--- config.mk ---
export PLATFORM = sky130hd
export DESIGN_NAME = base64_lrc_frame_receiver_unit
export DESIGN_NICKNAME = d
export VERILOG_FILES = /design/src/rtl/core/b64lrc_pkg.sv /design/src/rtl/core/b64lrc_front.sv /design/src/rtl/core/b64lrc_queue.sv /design/src/rtl/core/b64lrc_back.sv /design/src/rtl/core/base64_lrc_frame_receiver_unit.sv
export SDC_FILE = /design/constraint.sdc
export NUM_CORES = 1
export LEC_CHECK = 0
export ABC_AREA = 1
export BUFFER_PORTS_ARGS = -buffer_cell sky130_fd_sc_hd__buf_2
export CORE_ASPECT_RATIO = 1.5
export CORE_UTILIZATION = 54
export CTS_BUF_LIST = sky130_fd_sc_hd__clkbuf_4 sky130_fd_sc_hd__clkbuf_8
export DETAILED_ROUTE_END_ITERATION = 8
export HOLD_SLACK_MARGIN = 0.1
export PLACE_DENSITY_LB_ADDON = 0.2
export SYNTH_ARGS = -nofsm -noshare
export SYNTH_HDL_FRONTEND = slang
export SYNTH_SLANG_ARGS = --single-unit
export TNS_END_PERCENT = 10
--- constraint.sdc ---
create_clock -name clock -period 7.5 [get_ports clock]
set_clock_uncertainty 0.2 [all_clocks]
set_input_delay 0.375 -clock clock [delete_from_list [all_inputs] [get_ports clock]]
set_output_delay 0.375 -clock clock [all_outputs]
set_load 0.1 [all_outputs]
--- src/rtl/core/b64lrc_pkg.sv ---
// Shared constants and types of the base64 LRC frame receiver.
package b64lrc_pkg;

   localparam int MAX_FRAME_CHARS = 384;
   localparam int CHAR_W = $clog2(MAX_FRAME_CHARS + 1);
   localparam int DEC_W  = $clog2((MAX_FRAME_CHARS / 4) * 3 + 1);
   localparam int LEN_W  = 9;
   localparam int QUEUE_DEPTH = 2;

   localparam logic [7:0] START_CODE_RESET = 8'h02;
   localparam logic [7:0] END_CODE_RESET   = 8'h03;

   // register indexes of the csr port
   localparam logic [7:0] CSR_START_CODE = 8'd0;
   localparam logic [7:0] CSR_END_CODE   = 8'd1;

   // frame status codes; ST_OK doubles as "no error recorded"
   localparam logic [2:0] ST_OK    = 3'd0;
   localparam logic [2:0] ST_BAD   = 3'd1;
   localparam logic [2:0] ST_SHORT = 3'd2;
   localparam logic [2:0] ST_LRC   = 3'd3;
   localparam logic [2:0] ST_OVER  = 3'd4;

   typedef struct packed {
      logic [7:0] start_code;
      logic [7:0] end_code;
   } cfg_type;

   // one queued command: a status item, or one to three payload bytes
   typedef struct packed {
      logic             is_status;
      logic [1:0]       count;
      logic [2:0][7:0]  bytes;
      logic [2:0]       status;
      logic [LEN_W-1:0] length;
   } entry_type;

endpackage

--- src/rtl/core/b64lrc_front.sv ---
// Front end: frame tracking, base64 decode, LRC hold-back and command generation.
module b64lrc_front (
   input  logic                clock,
   input  logic                reset,
   input  b64lrc_pkg::cfg_type cfg,
   input  logic                accept,
   input  logic [7:0]          rx_byte,
   output logic                push,
   output b64lrc_pkg::entry_type push_entry
);
   import b64lrc_pkg::*;

   localparam logic [6:0] SX_BAD = 7'd64;
   localparam logic [6:0] SX_PAD = 7'd65;
   localparam logic [CHAR_W-1:0] MAX_CHARS = CHAR_W'(MAX_FRAME_CHARS);

   function automatic logic [6:0] sextet_of(input logic [7:0] c);
      logic [6:0] r;
      r = SX_BAD;
      if (c >= 8'h41 && c <= 8'h5a) r = 7'(c - 8'h41);
      else if (c >= 8'h61 && c <= 8'h7a) r = 7'(c - 8'h61) + 7'd26;
      else if (c >= 8'h30 && c <= 8'h39) r = 7'(c - 8'h30) + 7'd52;
      else if (c == 8'h2b) r = 7'd62;
      else if (c == 8'h2f) r = 7'd63;
      else if (c == 8'h3d) r = SX_PAD;
      return r;
   endfunction

   logic              in_frame_ff, in_frame_in;
   logic [17:0]       acc_ff, acc_in;
   logic [1:0]        sc_ff, sc_in;
   logic [1:0]        pad_ff, pad_in;
   logic [CHAR_W-1:0] cc_ff, cc_in;
   logic [DEC_W-1:0]  dc_ff, dc_in;
   logic [7:0]        held_ff, held_in;
   logic [7:0]        xor_ff, xor_in;
   logic [2:0]        err_ff, err_in;

   logic [6:0]        sx;
   logic [5:0]        sv;
   logic              stop;
   logic [23:0]       quartet;
   logic [1:0]        nb;
   logic [1:0]        n;
   logic [DEC_W-1:0]  len_w;

   always_comb begin
      in_frame_in = in_frame_ff;
      acc_in      = acc_ff;
      sc_in       = sc_ff;
      pad_in      = pad_ff;
      cc_in       = cc_ff;
      dc_in       = dc_ff;
      held_in     = held_ff;
      xor_in      = xor_ff;
      err_in      = err_ff;
      push        = 1'b0;
      push_entry  = '0;
      sx          = sextet_of(rx_byte);
      sv          = sx[5:0];
      stop        = 1'b0;
      quartet     = {acc_ff, sx[5:0]};
      nb          = 2'd0;
      n           = 2'd0;
      len_w       = (dc_ff >= DEC_W'(3)) ? dc_ff - DEC_W'(3) : '0;
      if (accept) begin
         if (!in_frame_ff) begin
            if (rx_byte == cfg.start_code) begin
               in_frame_in = 1'b1;
               acc_in = '0; sc_in = '0; pad_in = '0; cc_in = '0;
               dc_in = '0; held_in = '0; xor_in = '0; err_in = ST_OK;
            end
         end else if (rx_byte == cfg.end_code) begin
            // close the frame; first recorded error wins
            push = 1'b1;
            push_entry.is_status = 1'b1;
            push_entry.length = LEN_W'(len_w);
            if (err_ff != ST_OK) push_entry.status = err_ff;
            else if (sc_ff != 2'd0) push_entry.status = ST_BAD;
            else if (dc_ff < DEC_W'(3)) push_entry.status = ST_SHORT;
            else if (held_ff != xor_ff) push_entry.status = ST_LRC;
            else push_entry.status = ST_OK;
            in_frame_in = 1'b0;
            acc_in = '0; sc_in = '0; pad_in = '0; cc_in = '0;
            dc_in = '0; held_in = '0; xor_in = '0; err_in = ST_OK;
         end else if (err_ff != ST_OK) begin
            // drop everything up to the end code
         end else if (cc_ff >= MAX_CHARS) begin
            err_in = ST_OVER;
         end else begin
            cc_in = cc_ff + CHAR_W'(1);
            if (sx == SX_BAD) begin
               err_in = ST_BAD;
               stop = 1'b1;
            end else if (sx == SX_PAD) begin
               if (sc_ff < 2'd2) begin
                  err_in = ST_BAD;
                  stop = 1'b1;
               end else begin
                  if (sc_ff == 2'd2) pad_in = 2'd1;
                  else if (pad_ff != 2'd2) pad_in = pad_ff + 2'd1;
                  sv = 6'd0;
               end
            end else if (pad_ff != 2'd0) begin
               err_in = ST_BAD;
               stop = 1'b1;
            end
            if (!stop) begin
               if (sc_ff < 2'd3) begin
                  acc_in = {acc_ff[11:0], sv};
                  sc_in = sc_ff + 2'd1;
               end else begin
                  quartet = {acc_ff, sv};
                  nb = 2'd3 - pad_in;
                  // emit each byte one decode late; the final one is the LRC
                  for (int k = 0; k < 3; k++) begin
                     if (2'(k) < nb) begin
                        if (dc_in >= DEC_W'(3)) begin
                           push_entry.bytes[n] = held_in;
                           xor_in = xor_in ^ held_in;
                           n = n + 2'd1;
                        end
                        if (dc_in >= DEC_W'(2)) held_in = quartet[23 - 8 * k -: 8];
                        dc_in = dc_in + DEC_W'(1);
                     end
                  end
                  push_entry.count = n;
                  push = (n != 2'd0);
                  acc_in = '0;
                  sc_in = 2'd0;
               end
            end
         end
      end
   end

   always_ff @(posedge clock) begin
      if (reset) begin
         in_frame_ff <= 1'b0;
         acc_ff      <= '0;
         sc_ff       <= '0;
         pad_ff      <= '0;
         cc_ff       <= '0;
         dc_ff       <= '0;
         held_ff     <= '0;
         xor_ff      <= '0;
         err_ff      <= ST_OK;
      end else begin
         in_frame_ff <= in_frame_in;
         acc_ff      <= acc_in;
         sc_ff       <= sc_in;
         pad_ff      <= pad_in;
         cc_ff       <= cc_in;
         dc_ff       <= dc_in;
         held_ff     <= held_in;
         xor_ff      <= xor_in;
         err_ff      <= err_in;
      end
   end

endmodule

--- src/rtl/core/b64lrc_queue.sv ---
// Short command queue between the decode front end and the output back end.
module b64lrc_queue (
   input  logic                  clock,
   input  logic                  reset,
   input  logic                  push,
   input  b64lrc_pkg::entry_type push_entry,
   output logic                  full,
   input  logic                  pop,
   output logic                  head_valid,
   output b64lrc_pkg::entry_type head_entry
);
   import b64lrc_pkg::*;

   localparam int PTR_W = $clog2(QUEUE_DEPTH);
   localparam int CNT_W = $clog2(QUEUE_DEPTH + 1);

   entry_type        mem_ff [QUEUE_DEPTH];
   logic [PTR_W-1:0] wr_ptr_ff, wr_ptr_in;
   logic [PTR_W-1:0] rd_ptr_ff, rd_ptr_in;
   logic [CNT_W-1:0] count_ff, count_in;

   function automatic logic [PTR_W-1:0] next_ptr(input logic [PTR_W-1:0] p);
      return (p == PTR_W'(QUEUE_DEPTH - 1)) ? '0 : p + PTR_W'(1);
   endfunction

   assign full       = (count_ff == CNT_W'(QUEUE_DEPTH));
   assign head_valid = (count_ff != '0);
   assign head_entry = mem_ff[rd_ptr_ff];

   always_comb begin
      wr_ptr_in = push ? next_ptr(wr_ptr_ff) : wr_ptr_ff;
      rd_ptr_in = pop  ? next_ptr(rd_ptr_ff) : rd_ptr_ff;
      count_in  = count_ff + CNT_W'(push) - CNT_W'(pop);
   end

   always_ff @(posedge clock) begin
      if (reset) begin
         wr_ptr_ff <= '0;
         rd_ptr_ff <= '0;
         count_ff  <= '0;
      end else begin
         wr_ptr_ff <= wr_ptr_in;
         rd_ptr_ff <= rd_ptr_in;
         count_ff  <= count_in;
      end
   end

   always_ff @(posedge clock) begin
      if (push) mem_ff[wr_ptr_ff] <= push_entry;
   end

endmodule

--- src/rtl/core/b64lrc_back.sv ---
// Back end: expands queued commands into result words through an output register.
module b64lrc_back (
   input  logic                        clock,
   input  logic                        reset,
   input  logic                        head_valid,
   input  b64lrc_pkg::entry_type       head_entry,
   output logic                        pop,
   output logic                        rsp_valid,
   input  logic                        rsp_stall,
   output logic                        rsp_item_kind,
   output logic [7:0]                  rsp_payload_byte,
   output logic [2:0]                  rsp_frame_status,
   output logic [b64lrc_pkg::LEN_W-1:0] rsp_payload_length,
   output logic                        rsp_run_last
);
   import b64lrc_pkg::*;

   logic             valid_ff, valid_in;
   logic [1:0]       idx_ff, idx_in;
   logic             kind_ff, kind_in;
   logic [7:0]       byte_ff, byte_in;
   logic [2:0]       status_ff, status_in;
   logic [LEN_W-1:0] len_ff, len_in;
   logic             last_ff, last_in;
   logic             load;
   logic             last_of_entry;

   assign load = !valid_ff || !rsp_stall;
   assign last_of_entry = head_entry.is_status || ((idx_ff + 2'd1) == head_entry.count);
   assign pop = load && head_valid && last_of_entry;

   always_comb begin
      valid_in  = valid_ff;
      idx_in    = idx_ff;
      kind_in   = kind_ff;
      byte_in   = byte_ff;
      status_in = status_ff;
      len_in    = len_ff;
      last_in   = last_ff;
      if (load) begin
         valid_in = head_valid;
         if (head_valid) begin
            kind_in   = head_entry.is_status;
            byte_in   = head_entry.is_status ? 8'd0 : head_entry.bytes[idx_ff];
            status_in = head_entry.is_status ? head_entry.status : ST_OK;
            len_in    = head_entry.is_status ? head_entry.length : '0;
            last_in   = last_of_entry;
            idx_in    = last_of_entry ? 2'd0 : idx_ff + 2'd1;
         end
      end
   end

   always_ff @(posedge clock) begin
      if (reset) begin
         valid_ff <= 1'b0;
         idx_ff   <= '0;
      end else begin
         valid_ff <= valid_in;
         idx_ff   <= idx_in;
      end
   end

   always_ff @(posedge clock) begin
      kind_ff   <= kind_in;
      byte_ff   <= byte_in;
      status_ff <= status_in;
      len_ff    <= len_in;
      last_ff   <= last_in;
   end

   assign rsp_valid          = valid_ff;
   assign rsp_item_kind      = kind_ff;
   assign rsp_payload_byte   = byte_ff;
   assign rsp_frame_status   = status_ff;
   assign rsp_payload_length = len_ff;
   assign rsp_run_last       = last_ff;

endmodule

--- src/rtl/core/base64_lrc_frame_receiver_unit.sv ---
// Top level of the base64 frame receiver with XOR LRC check.
//
//   channel | direction | handshake          | words
//   req_    | in        | req_valid/stall    | rx_byte
//   rsp_    | out       | rsp_valid/stall    | item_kind, payload_byte, frame_status,
//           |           |                    | payload_length, run_last
//   csr_    | in        | csr_valid/ready    | index, data (start_code, end_code)
//
// A byte is accepted and decoded in the front end in the same cycle; it
// leaves at most one queue command. The back end turns a command into one
// result word per cycle while rsp_stall is low, so a byte that decodes three
// payload bytes yields three result words; the rate is bound by the single
// result register. Reset is synchronous: it clears the frame state, the
// queue and the output valid, and restores the start and end codes.
// req_stall rises only while the two-entry queue is full; rsp_stall holds
// the output register, and the front end keeps taking bytes until the queue fills.
module base64_lrc_frame_receiver_unit (
   input  logic             clock,
   input  logic             reset,
   input  logic             req_valid,
   output logic             req_stall,
   input  logic [7:0]       req_rx_byte,
   output logic             rsp_valid,
   input  logic             rsp_stall,
   output logic             rsp_item_kind,
   output logic [7:0]       rsp_payload_byte,
   output logic [2:0]       rsp_frame_status,
   output logic [b64lrc_pkg::LEN_W-1:0] rsp_payload_length,
   output logic             rsp_run_last,
   input  logic             csr_valid,
   output logic             csr_ready,
   input  logic [7:0]       csr_index,
   input  logic [7:0]       csr_data
);
   import b64lrc_pkg::*;

   cfg_type   cfg_ff, cfg_in;
   logic      accept;
   logic      push;
   entry_type push_entry;
   logic      q_full;
   logic      pop;
   logic      head_valid;
   entry_type head_entry;

   // csr writes land at once; indexes beyond the list are dropped
   assign csr_ready = 1'b1;

   always_comb begin
      cfg_in = cfg_ff;
      if (csr_valid && csr_ready) begin
         case (csr_index)
            CSR_START_CODE: cfg_in.start_code = csr_data;
            CSR_END_CODE:   cfg_in.end_code   = csr_data;
            default:        cfg_in = cfg_ff;
         endcase
      end
   end

   always_ff @(posedge clock) begin
      if (reset) begin
         cfg_ff.start_code <= START_CODE_RESET;
         cfg_ff.end_code   <= END_CODE_RESET;
      end else begin
         cfg_ff <= cfg_in;
      end
   end

   // hold the serial side only when the queue has no room
   assign req_stall = q_full;
   assign accept    = req_valid && !req_stall;

   b64lrc_front u_front (
      .clock      (clock),
      .reset      (reset),
      .cfg        (cfg_ff),
      .accept     (accept),
      .rx_byte    (req_rx_byte),
      .push       (push),
      .push_entry (push_entry)
   );

   b64lrc_queue u_queue (
      .clock      (clock),
      .reset      (reset),
      .push       (push),
      .push_entry (push_entry),
      .full       (q_full),
      .pop        (pop),
      .head_valid (head_valid),
      .head_entry (head_entry)
   );

   b64lrc_back u_back (
      .clock              (clock),
      .reset              (reset),
      .head_valid         (head_valid),
      .head_entry         (head_entry),
      .pop                (pop),
      .rsp_valid          (rsp_valid),
      .rsp_stall          (rsp_stall),
      .rsp_item_kind      (rsp_item_kind),
      .rsp_payload_byte   (rsp_payload_byte),
      .rsp_frame_status   (rsp_frame_status),
      .rsp_payload_length (rsp_payload_length),
      .rsp_run_last       (rsp_run_last)
   );

endmodule
* After elaboration in Yosys (flattened, before gate mapping)
Memory sizes are Yosys's and may differ from the RTL's. A register that Yosys moved wholly into a read port is not among the register bits. Cells that the tools add are included.
Storage, ports and cells: register bits after elaboration 105, memories 1, memory bits (writable) 78, input port bits 29
Operators by class: add/sub/neg operators 20, equal/unequal tests 19, bitwise logic cells 3, order comparisons 24, multiplexer cells 222, reduce and logical (&&, ||, !) cells 27
Memories:
- u_queue.mem_ff | words 2, width 39, read ports 1, clocked after Yosys merged registers in 1, write ports 1, RTL line b64lrc_queue.sv:17 | entry_type mem_ff [QUEUE_DEPTH];
Operators by type and width (count):
- $mux 8 | 65
- $mux 24 | 11
- $mux 9 | 29
- $mux 26 | 5
- $mux 18 | 7
- $mux 2 | 49
- $mux 39 | 2
- $ge 9x2->1 const B | 6
- $bwmux 24 | 2
- $add 9x1->9 const B | 4
- $mux 3 | 12
- $mux 7 | 5
- $demux 8 s2 | 2
- $mux 1 | 28
- $eq 8x6->1 const B | 3
- $xor 8x8->8 | 3
- $mux 6 | 3
- $bmux 8 s2 | 1
- $eq 8x8->1 | 2
- $ge 8x7->1 const B | 2
- $le 8x7->1 const B | 2
- $eq 7x7->1 const B | 2
- $sub 7x7->7 const B | 2
- $mux 12 | 1
- other kinds (35) | 67

* Depth between registers and ports, before layout
depth after elaboration 55, depth in mapped cells 46, gate-level depth less buffers 44

* Modules after synthesis
A second synthesis with hierarchy kept.
Unflattened totals: cell total of the unflattened synthesis 1316, area total of the unflattened synthesis 10667.7 µm²
Modules (own cells, without submodules):
- b64lrc_front | cells each 936, area each 5655.4 µm², sequential area each 1181.1 µm², instances 1
- b64lrc_queue | cells each 152, area each 3084.2 µm², sequential area each 2442.3 µm², instances 1
- b64lrc_back | cells each 122, area each 1163.6 µm², sequential area each 720.7 µm², instances 1
- base64_lrc_frame_receiver_unit | cells each 106, area each 764.5 µm², sequential area each 320.3 µm², instances 1

* Worst setup path before layout
No wires, ideal clock.
path type input port to flip-flop, start point input req_rx_byte[3], end point memory u_queue.mem_ff[0][0] in the netlist's numbering (enable), arrival time 6.078 ns, setup slack 0.786 ns, stages on the path 34, path buffers 3, cells stage by stage buf_4 > inv_1 > ha_1 > nand2_1 > nand3_1 > nor2_1 > nand3b_4 > inv_2 > nand3_1 > nand2_1 > nand2_2 > nor2_4 > nand2_2 > nand2_1 > nand2_1 > inv_2 > buf_6 > nand3_1 > nand2_1 > nand4_1 > nor4_4 > nand2_1 > clkbuf_1 > ha_1 > inv_1 > o21ai_0 > inv_1 > ha_1 > inv_1 > nand3_1 > nand3_1 > nand3_1 > nand2_1 > nor2_1
Between the ends: cells in the longest elaborated chain, start to end 55, elaborated cells on any way between the ends 101, classes of those cells add/sub (9); order compare (11); eq/ne (6); mux (71); reduce/logical (4)
RTL lines:
- start, declared | RTL line base64_lrc_frame_receiver_unit.sv:22 | input logic [7:0] req_rx_byte,
- branches (longest 50 deep; another with $sub 7x6->7)
- $mux 1 * | RTL line b64lrc_front.sv:73 | end else if (rx_byte == cfg.end_code) begin
- $mux 1 * | RTL line b64lrc_front.sv:67 | if (!in_frame_ff) begin
- $mux 1 * | RTL line b64lrc_front.sv:66 | if (accept) begin
- $mux 1 * | RTL line b64lrc_queue.sv:49 | if (push) mem_ff[wr_ptr_ff] <= push_entry;
- $mux 1 (not written as such) * | RTL line b64lrc_queue.sv:49
- end, declared | RTL line b64lrc_queue.sv:17
Every way passes the cells marked *. The select of a mux whose other input is x is not followed.

* Final worst setup path
start point input req_rx_byte[0], end point memory u_queue.mem_ff[0][17] in the netlist's numbering (enable)
Same word-level chain as after synthesis.

==> results.cfg <==
[clocking]
clock_path_buffers = 2
h-tree-depth = 4
clock_latency_ns = 0.47
path_clk_slew_ns = 0.09
numCtsBuffers = 17
clock_sinks = 183
cts_tree = built
root_buffer = clkbuf_8
cts_resized = 0

[worst_setup_path]
max_stage_delay_ns = 0.44
cpMostUsedCell = nand2_1
r2r-start = u_front.pad_ff[1]$_SDFFE_PP0P_
path_class = input pin to register
cp.required_ns = 7.47
critical_path_arrival_ns = 6.22
crit_path_max_fanout = 23
critPathBufInv = 9
cp_slowest_cell = nand2_1
cp-end-kind = register
critPathLaunchType = input pin
path_delay_family = simple AND/OR/NAND/NOR gates
startpoint = req_rx_byte[0]

[logic_synthesis]
synth_area_per_cell_um2 = 8.13
synth.distinct_cells = 56
synthTopCellsByArea = edfxtp_1 29%, dfxtp_1 16%, nand2_1 9.5%, nor2_1 5.9%, inv_1 4.8%
synth_cells = 1283
synth_top_area_share_pct = 28.8
async_flop_share_pct = 0
synth_area_um2 = 10400
ys.flop_type = edfxtp_1
syn_nets = 1338
synth-seq-cells = 183
yosysSeqAreaShare_pct = 44.7
yosys_warnings = 0
synth_edf_count = 100
yosys.area.top_type = edfxtp_1

[sta]
fin_setup_tns_ns = 0
fin_crit_ns = 6.25
worstMarginPinSlew_ns = 1.06
relSlewSlack_pct = 29.0
finalCritPeriodShare_pct = 83.4
finalSetupViolations = 0
drv_slew = 0
fmaxAchievable_ghz = 0.160
final_hold_viol_count = 0
grt_setup_unrepaired = no

[routing]
drt-pass1-iter-count = 5
drc = 0
met3_length_um = 736
wirelength_um = 22300
vias = 8391
antenna_left = 0
wl_met2_um = 11700
drt_iter0_drc = 560
wl_per_cell_um = 14.0
met1_length_um = 9050
avgViaCountPerCell = 5.27
routed.top_layer = met4

[placement]
hpwl_um = 16900
placed_cells = 1550
place_congestion = 0.857
portBuffers = 52

[finish]
final_cell_mix = 265 x nand2_1, 164 x nor2_1, 135 x inv_1
fin_cells = 1593
diodes = 0
nNetsFinal = 1383
register_area_um2 = 4660
areaGrowthSynthToFinish_pct = 8.99
multi_input_area_um2 = 4980
final_common_cell = nand2_1
fillers = 1641
drive_above_1_share_pct = 14.7

[pwr]
p_leak_nw = 4.81
p_seq_share_pct = 57.1
combPwrFrac_pct = 4.7
switching_share_pct = 21.3
p_switching_w = 0.000390
p_per_area_nw_per_um2 = 161
pwr-share-clk_pct = 38.1
irDropWorstVdd_v = 0.0000908
power.internal_w = 0.00144

[grt]
grt_pass1_wl_um = 36800
grt_usage_pct = 23.9
antenna_found_initial = 0
grt_start_max_net_pins = 41
grt-ovfl-total = 0
grt_pass1_vias = 7879

[floorplanning]
die_h_um = 172
die_area_um2 = 19900
io_pins = 54
start_util_pct = 55.8
rows = 61
chipWidth_um = 116
core_um2 = 18700

[flow_run]
maxCapViolations = 0

[hold_path]
worstHoldStart = csr_valid
hold_class = input pin to register

[run_status]
status = complete, no violations
## per-layer routing
| layer | GRT usage (%) | vias to the layer above |
|---|---|---|
| met5 | 0 | - |
| met4 | 11.9 | 0 |
| met3 | 3.86 | 52 |
| met2 | 44.4 | 183 |
| met1 | 25.9 | 3800 |
| li1 | - | 4356 |
## worst min-delay path, delay by kind of cell
kind,cells,cell delay [ns]
and+or+nand+nor,1,0.25
AOI/OAI and AO/OA,1,0.11
buffers and inverters,1,0.10
## registers in the layout (all words and copies together), names as in the netlist, 2 cells and up, named ones only
signal	cells
u_front.held_ff	8
u_back.idx_ff	2
u_front.xor_ff	8
u_back.rsp_payload_byte	8
u_front.acc_ff	18
u_back.rsp_frame_status	3
u_queue.mem_ff	78
u_front.sc_ff	2
u_back.rsp_payload_length	9
u_front.err_ff	2
cfg_ff	16
u_front.dc_ff	9
u_front.cc_ff	9
u_front.pad_ff	2
u_queue.count_ff	2
## metrics by stage
step | total power [W] | hold slack (ns) | worst slack (ns) | util (%) | cell area (um2)
after floorplan | 0.00113 | 0.225 | 0.786 | - | 10400
after global placement | 0.00115 | 0.236 | 0.964 | 58.0 | 10800
after detailed placement | 0.00115 | 0.248 | 0.789 | 58.0 | 10800
after CTS | 0.00184 | 0.191 | 1.28 | 60.8 | 11400
after global routing | 0.00189 | 0.227 | 0.688 | 60.8 | 11400
final | 0.00183 | 0.216 | 1.25 | 60.8 | 11400
## power groups by stage
| stage | sequential (W) | clock [W] | combinational (W) |
|---|---|---|---|
| after floorplan | 0.00107 | 0 | 0.0000585 |
| after global placement | 0.00107 | 0 | 0.0000818 |
| after detailed placement | 0.00107 | 0 | 0.0000821 |
| after CTS | 0.00105 | 0.000707 | 0.0000862 |
| after global routing | 0.00105 | 0.000744 | 0.0000960 |
| final | 0.00105 | 0.000698 | 0.0000864 |
## Yosys cell counts (12+ instances only)
master	count
or2_2	14
inv_2	15
clkbuf_1	26
nor3_1	12
dfxtp_1	83
nand2_1	265
nor2_1	165
nand3_1	71
nand4_1	21
edfxtp_1	100
xor2_1	46
nand2_2	23
o21ai_0	78
o22ai_1	19
a21oi_1	44
inv_1	134
a211oi_1	20
ha_1	26
## area by class of cell
cell class / instances / area share, %
clock buffer: 24 / 2.63
clock inverter: 8 / 1.07
inverter: 150 / 4.99
multi-input combinational: 907 / 43.8
sequential: 183 / 41.0
tap: 252 / 2.77
timing repair buffer: 69 / 3.76
## path summary, 6_finish.rpt
kind	end	slack, ns	depth (start not counted)
worst min-delay path	cfg_ff[4]$_SDFFE_PP0P_	0.22	3
worst max register to register	u_queue.mem_ff[0][17]$_DFFE_PP_	1.72	25
worst max-delay path	u_queue.mem_ff[0][17]$_DFFE_PP_	1.25	34
worst min register to register	u_front.cc_ff[8]$_SDFFE_PP0P_	0.26	2
## kinds of logic (layout without fill, tap and decap cells)
| logic type | after synthesis | in the layout | share of synthesized area, % |
|---|---|---|---|
| buffers and inverters | 193 | 251 | 7.71 |
| flip-flops | 183 | 183 | 44.7 |
| XOR/XNOR | 48 | 48 | 4.03 |
| adder cells (fa/ha/maj) | 26 | 26 | 3.12 |
| AND/OR/NAND/NOR | 613 | 613 | 27.0 |
| AO/OA/AOI/OAI | 219 | 219 | 13.4 |
| other | 1 | 1 | 0.0359 |
## what timing repair did
action | CTS | global route
hold buffers | 11 | 0
buffers inserted | 0 | 0
endpoints found under the hold margin | 22 | 0
Power figures use the tool's default switching activity.
